**config.mk**
```make
export PLATFORM = sky130hd
export DESIGN_NAME = ssbe_ctrl
export DESIGN_NICKNAME = d
export VERILOG_FILES = /design/src/rtl/ssbe_pkg.sv /design/src/rtl/ssbe_ctrl.sv
export SDC_FILE = /design/constraint.sdc
export NUM_CORES = 1
export LEC_CHECK = 0
export BUFFER_PORTS_ARGS = -buffer_cell sky130_fd_sc_hd__buf_2
export CAP_MARGIN = 20
export CELL_PAD_IN_SITES_DETAIL_PLACEMENT = 1
export CELL_PAD_IN_SITES_GLOBAL_PLACEMENT = 2
export CORE_MARGIN = 4
export CORE_UTILIZATION = 20
export DETAILED_ROUTE_END_ITERATION = 7
export PLACE_DENSITY_LB_ADDON = 0.1
export SLEW_MARGIN = 40
export SYNTH_ARGS = -nofsm -noshare
export SYNTH_HDL_FRONTEND = slang
export SYNTH_SLANG_ARGS = --single-unit
```
**constraint.sdc**
```tcl
create_clock -name clk_i -period 1.4 [get_ports clk_i]
set_input_delay 0.07 -clock clk_i [delete_from_list [all_inputs] [get_ports clk_i]]
set_output_delay 0.07 -clock clk_i [all_outputs]
set_load 0.01 [all_outputs]
```
**src/rtl/ssbe_pkg.sv**
```systemverilog
// Package for the stereo surround and bass effect chain.
// Holds the controller state type, command and status structs and register indexes.
// No dependencies.
`default_nettype none
package ssbe_pkg;

  localparam int unsigned CfgIdxW = 3;
  localparam logic [CfgIdxW-1:0] RegEnables = 3'd0;
  localparam logic [CfgIdxW-1:0] RegDelayLen = 3'd1;
  localparam logic [CfgIdxW-1:0] RegHighpass = 3'd2;
  localparam logic [CfgIdxW-1:0] RegLowpass = 3'd3;
  localparam logic [CfgIdxW-1:0] RegBass = 3'd4;

  typedef enum logic [3:0] {
    StClear,
    StIdle,
    StRead,
    StHp,
    StLp,
    StDc,
    StBass,
    StSmooth,
    StOut
  } state_e;

  typedef struct packed {
    logic clear_step;
    logic load;
    logic do_read;
    logic do_hp;
    logic do_lp;
    logic do_dc;
    logic do_bass;
    logic do_smooth;
  } cmd_t;

  typedef struct packed {
    logic clear_done;
  } status_t;

endpackage
`default_nettype wire

```
**src/rtl/ssbe_ctrl.sv**
```systemverilog
// Controller state machine of the effect chain.
// Depends on ssbe_pkg for the state type and the command struct.
`default_nettype none
module ssbe_ctrl
  import ssbe_pkg::*;
(
  input  wire logic       clk_i,
  input  wire logic       rst_ni,
  input  wire logic [2:0] enables_i,
  input  wire logic       in_valid_i,
  output logic            in_ready_o,
  output logic            out_valid_o,
  input  wire logic       out_ready_i,
  input  wire status_t    status_i,
  output cmd_t            cmd_o
);

  state_e state_q, state_d;
  logic   out_valid_q, out_valid_d;

  always_ff @(posedge clk_i or negedge rst_ni) begin
    if (!rst_ni) begin
      state_q     <= StClear;
      out_valid_q <= 1'b0;
    end else begin
      state_q     <= state_d;
      out_valid_q <= out_valid_d;
    end
  end

  // A frame is taken when the datapath is free and the output slot is
  // empty or being emptied in the same cycle.
  logic take;
  assign take = (state_q == StIdle) && in_valid_i && (!out_valid_q || out_ready_i);
  assign in_ready_o  = (state_q == StIdle) && (!out_valid_q || out_ready_i);
  assign out_valid_o = out_valid_q;

  always_comb begin
    state_d = state_q;
    unique case (state_q)
      StClear:  if (status_i.clear_done) state_d = StIdle;
      StIdle:   if (take) state_d = enables_i[0] ? StRead : StDc;
      StRead:   state_d = StHp;
      StHp:     state_d = StLp;
      StLp:     state_d = StDc;
      StDc:     state_d = StBass;
      StBass:   state_d = StSmooth;
      StSmooth: state_d = StOut;
      StOut:    state_d = StIdle;
      default:  state_d = StIdle;
    endcase
  end

  always_comb begin
    out_valid_d = out_valid_q;
    if (out_valid_q && out_ready_i) out_valid_d = 1'b0;
    if (state_q == StOut) out_valid_d = 1'b1;
  end

  always_comb begin
    cmd_o = '0;
    unique case (state_q)
      StClear:  cmd_o.clear_step = 1'b1;
      StIdle:   cmd_o.load = take;
      StRead:   cmd_o.do_read = 1'b1;
      StHp:     cmd_o.do_hp = 1'b1;
      StLp:     cmd_o.do_lp = 1'b1;
      StDc:     cmd_o.do_dc = enables_i[1];
      StBass:   cmd_o.do_bass = enables_i[1];
      StSmooth: cmd_o.do_smooth = enables_i[2];
      StOut:    cmd_o = '0;
      default:  cmd_o = '0;
    endcase
  end

endmodule
`default_nettype wire

```
== After elaboration in Yosys (flattened, before gate mapping) ==
Cells that the tools add are included.

* Add/sub/neg operators: 0
* Multipliers: 0
* Divide/modulo/power cells: 0
* Magnitude comparators: 0
* Eq/ne operators: 10
* Shift operators: 0
* Muxes and demuxes: 14
* Bitwise logic cells: 0
* Reductions and logical operators: 9

{| class="wikitable"
|+ Operators by type and width
! kind !! number
|-
| $pmux 4 s8 || 1
|-
| $eq 4x3->1 const B || 4
|-
| $mux 1 || 10
|-
| $eq 4x2->1 const B || 2
|-
| $mux 4 || 2
|-
| $eq 4x1->1 const B || 1
|-
| $eq 4x4->1 const B || 1
|-
| $logic_and 1x1->1 || 4
|-
| $logic_not 4->1 || 1
|-
| $ne 2x2->1 const B || 2
|-
| $mux 3 || 1
|-
| $reduce_and 2->1 || 1
|-
| $reduce_bool 2->1 || 1
|-
| $logic_not 1->1 || 1
|-
| $logic_or 1x1->1 || 1
|}

* Bits in registers: 5
* Bits in latches: 0
* Memory bits (writable): 0
* Bits in read-only memories: 0
* Bits of input ports: 8
* Output and inout bits: 10
* Logic and storage cells: 35
* Memories: 0

== Logic depth before layout (Yosys ltp) ==
* Depth in word-level cells: 5
* Mapped depth: 4
* Gate-level depth less buffers: 3

== Least setup slack after synthesis ==
OpenSTA, ideal clock, no wires.

* Path kind: register to register
* Start: register state_q[1]
* End: register state_q[0]
* Setup time: 0.126 ns
* Data arrival time: 1.276 ns
* Required time: 1.274 ns
* Slack: -0.001 ns
* Cell stages (with the launch flop): 5
* Buffers on the path: 1
* Clock period less this slack: 1.401 ns
* Cells stage by stage: dfrtp_1 buf_2 nor4_1 nand2b_1 o31a_2

* Longest elaborated chain between the ends: 5
* Elaborated cells between the ends (all ways): 14
* Classes of those cells: eq/ne: 9; mux: 1; reduce/logical: 4

{| class="wikitable"
|+ Ends and longest elaborated chain
! what !! line !! RTL
|-
| from (decl) || ssbe_ctrl.sv:18 || <nowiki>state_e state_q, state_d;</nowiki>
|-
| from (signal assigned) || ssbe_ctrl.sv:23 || <nowiki>state_q <= StClear;</nowiki>
|-
| from (signal assigned) || ssbe_ctrl.sv:26 || <nowiki>state_q <= state_d;</nowiki>
|-
| $eq 4x1->1 || ssbe_ctrl.sv:34, ssbe_ctrl.sv:40 ||
|-
| $logic_and 1x1->1 (2 in series) || ssbe_ctrl.sv:34 || <nowiki>assign take = (state_q == StIdle) && in_valid_i && (!out_valid_q || out_ready_i);</nowiki>
|-
| $ne 2x2->1 (no source line) || -- ||
|-
| $reduce_and 2->1 (no source line) || -- ||
|}

Parallel ways exist; a longest one is shown, timed or not.
A chain may end at the register's enable or synchronous reset.

== Worst setup path in the final report ==
* Start: register state_q[2]
* End: output in_ready_o

* Longest elaborated chain between the ends: 2

{| class="wikitable"
|+ Ends and longest elaborated chain
! what !! line !! RTL
|-
| $eq 4x1->1 || ssbe_ctrl.sv:35 || <nowiki>assign in_ready_o = (state_q == StIdle) && (!out_valid_q || out_ready_i);</nowiki>
|-
| $logic_and 1x1->1 || ssbe_ctrl.sv:35 ||
|-
| to (decl) || ssbe_ctrl.sv:11 || <nowiki>output logic in_ready_o,</nowiki>
|}

No other way between the ends.

==> impl_metrics.yaml <==
power:
  clkPwrFrac_pct: 13.5
  power.density_mw_per_mm2: 2060
  p_leak_nw: 0.285
  power.internal_mw: 0.719
  power_mw: 1.21
  p_switching_mw: 0.495
  swShare_pct: 40.8
  p_comb_share_pct: 67.8
  vdd_drop_max_v: 0.000590
  seqPwrFrac_pct: 18.7
timing:
  slew-limit-headroom_pct: 62.2
  clock_skew_ns: 0.000713
  rsz0062_at_grt: "yes"
  setup_ws_ns: -0.156
  min_period_over_period_pct: 111
  finalSetupViolations: 6
  fmaxAchievable_mhz: 643
  tns_ns: -0.610
  maxSlewViolCount: 0
  tightest_slew_ns: 0.562
  hold_viol_final: 0
  fin_crit_ns: 1.56
setup_path:
  crit_type: "reg -> out"
  cp_cell_sequence: "or4b_4 > and2b_1 > buf_2"
  setup.worst_path.start_class: "flip-flop"
  arrival_ns: 1.49
  crit_required_ns: 1.33
  crit_buf_inv: 1
  slowest_stage: "or4b_4"
  cp_max_fo: 3
  endpoint_kind: "output port"
  cpPeakStageDelay_ns: 0.55
  worst-r2r-setup-slack_ns: -0.14
  cp_top_family: "simple AND/OR/NAND/NOR gates"
floorplan:
  core_mm2: 0.00173
  fp.dieArea_mm2: 0.00257
  num_rows: 15
  die_w_um: 50.7
  ios: 18
  start_util_pct: 21.1
  die_h_um: 50.7
layout:
  design_area_um2: 589
  final_cell_mix: "buf_2 (17), buf_4 (7), nand2b_1 (5), dfrtp_1 (5), nand2_1 (4)"
  nets: 77
  postLayoutCoreUtil_pct: 34.1
  fill_cells: 232
  drive_gt1_share_pct: 52.9
  antenna_cells: 0
  final_common_cell: "buf_2"
  areaGrowthSynthToFinish_pct: 61.9
place:
  hpwl_um: 793
  pre_cts_ws_ns: 0.0767
  portBuffers: 17
  place.gp.congestion: 0.651
  place_area_um2: 495
global_routing:
  grt_pass1_wl_um: 1790
  antenna_found_initial: 0
  grt_pass1_vias: 422
  grt.overflow.total: 0
  grtUsageTotal_pct: 9.56
  grt_max_degree: 12
clock_network:
  cts_buffers: 3
  cts_sinks: 5
  h-tree-depth: 1
  clock_latency_ns: 0.24
  clock_path_buffers: 2
  cts_tree: "yes"
  clk_pin_slew_ns: 0.04
  root_buffer: "clkbuf_4"
detailed_routing:
  viasPerCell: 4.42
  drtAntennaViolNets: 0
  routed_wl_um: 1110
  dr.pass1.iters: 2
  wire_per_inst_um: 11.9
  num_vias: 411
  drc_errors: 0
  drt_iter0_drc: 9
logic_synthesis:
  synth-seq-area-share_pct: 34.4
  ys_warn_count: 0
  syn_nets: 50
  ys_ff_latch: 5
  synth_area_um2: 364
  synth_cell_types: 23
  syn_inst: 42
  postSynthAreaPerCell_um2: 8.67
worst_hold_path:
  worstHoldPathType: "in -> reg"
outcome:
  violations: "setup timing"
  status: "finished with violations"
run:
  maxCapViolCount: 0
## stage by stage
step / cells / hold WS (ns)
global route: 93 / 0.184
global placement: 85 / -0.103
floorplan: 42 / -0.226
CTS: 92 / 0.158
detailed placement: 85 / -0.108
finish: 93 / 0.159
## registers in the layout, indices dropped and copies added (netlist names)
signal       flops
out_valid_o      1
state_q          4
## per-layer routing
layer	global-route usage (%)	wire length, um	part of all wire (%)
met1	10.4	460	41
met3	4.45	57	5.1
met5	0	0	0
met4	5.38	23	2.1
met2	15.2	567	51
## Yosys cell counts, drive strengths merged
library cell | count | area (um2)
nor2 | 3 | 11.3
nand2 | 4 | 15.0
buf | 4 | 28.8
a21oi | 1 | 16.3
nor3b | 1 | 7.51
a21boi | 1 | 7.51
o21ai | 1 | 5.00
inv | 1 | 3.75
nor2b | 1 | 6.26
nand2b | 5 | 31.3
nor4 | 3 | 18.8
nor3 | 4 | 20.0
nand3b | 1 | 7.51
and2 | 1 | 6.26
a31oi | 1 | 6.26
a2111oi | 1 | 8.76
and2b | 1 | 7.51
o31a | 1 | 10.0
or4b | 1 | 13.8
dfrtp | 5 | 125
o31ai | 1 | 7.51
## worst register-to-register path, cell delays in order, from the launching register on
cell,delay (ns)
dfrtp_1,0.37
or4b_4,0.55
buf_4,0.15
buf_6,0.11
a21oi_4,0.15
a2111oi_2,0.07
## final timing paths
kind | endpoint | depth (start not counted) | from
worst max register to register | state_q[1]$_DFFE_PN0P_ | 5 | state_q[2]$_DFFE_PN0P_
worst min-delay path | state_q[0]$_DFFE_PN0P_ | 3 | status_i
max in group asynchronous | state_q[3]$_DFFE_PN0P_ | 2 | rst_ni
worst max-delay path | in_ready_o | 3 | state_q[2]$_DFFE_PN0P_
min in group asynchronous | state_q[2]$_DFFE_PN0P_ | 2 | rst_ni
worst min register to register | out_valid_o$_DFFE_PN0P_ | 2 | out_valid_o$_DFFE_PN0P_
## final cells by class
| type | instances | area, um2 | area share, % |
|---|---|---|---|
| Clock buffer | 4 | 26.3 | 4.46 |
| Inverter | 1 | 3.75 | 0.637 |
| Multi-Input combinational cell | 32 | 244 | 41.4 |
| Sequential cell | 5 | 125 | 21.2 |
| Tap cell | 25 | 31.3 | 5.31 |
| Timing Repair Buffer | 26 | 159 | 27.0 |
## what timing repair did
action	CTS	global route
resized for setup	2	5
setup endpoints to repair	4	9
setup buffers	2	1
hold buffers	1	0
pin swaps	3	3
hold endpoints to repair	5	0
## cell families (layout without fill, tap and decap cells)
logic type / Yosys count / in the layout / synth area share, %
flip-flops: 5 / 5 / 34.4
AND/OR/NAND/NOR: 25 / 25 / 39.9
AO/OA/AOI/OAI: 7 / 7 / 16.8
buffers and inverters: 5 / 31 / 8.93
## power groups by stage
stage | Combinational, mW | Clock [mW] | Sequential (mW)
6_report | 0.823 | 0.164 | 0.227
5_1_grt | 0.903 | 0.182 | 0.233
4_1_cts | 0.714 | 0.171 | 0.228
3_5_place_dp | 0.665 | 0 | 0.229
3_3_place_gp | 0.679 | 0 | 0.228
2_1_floorplan | 0.453 | 0 | 0.231
No activity file was read; power rests on OpenSTA's default activity.
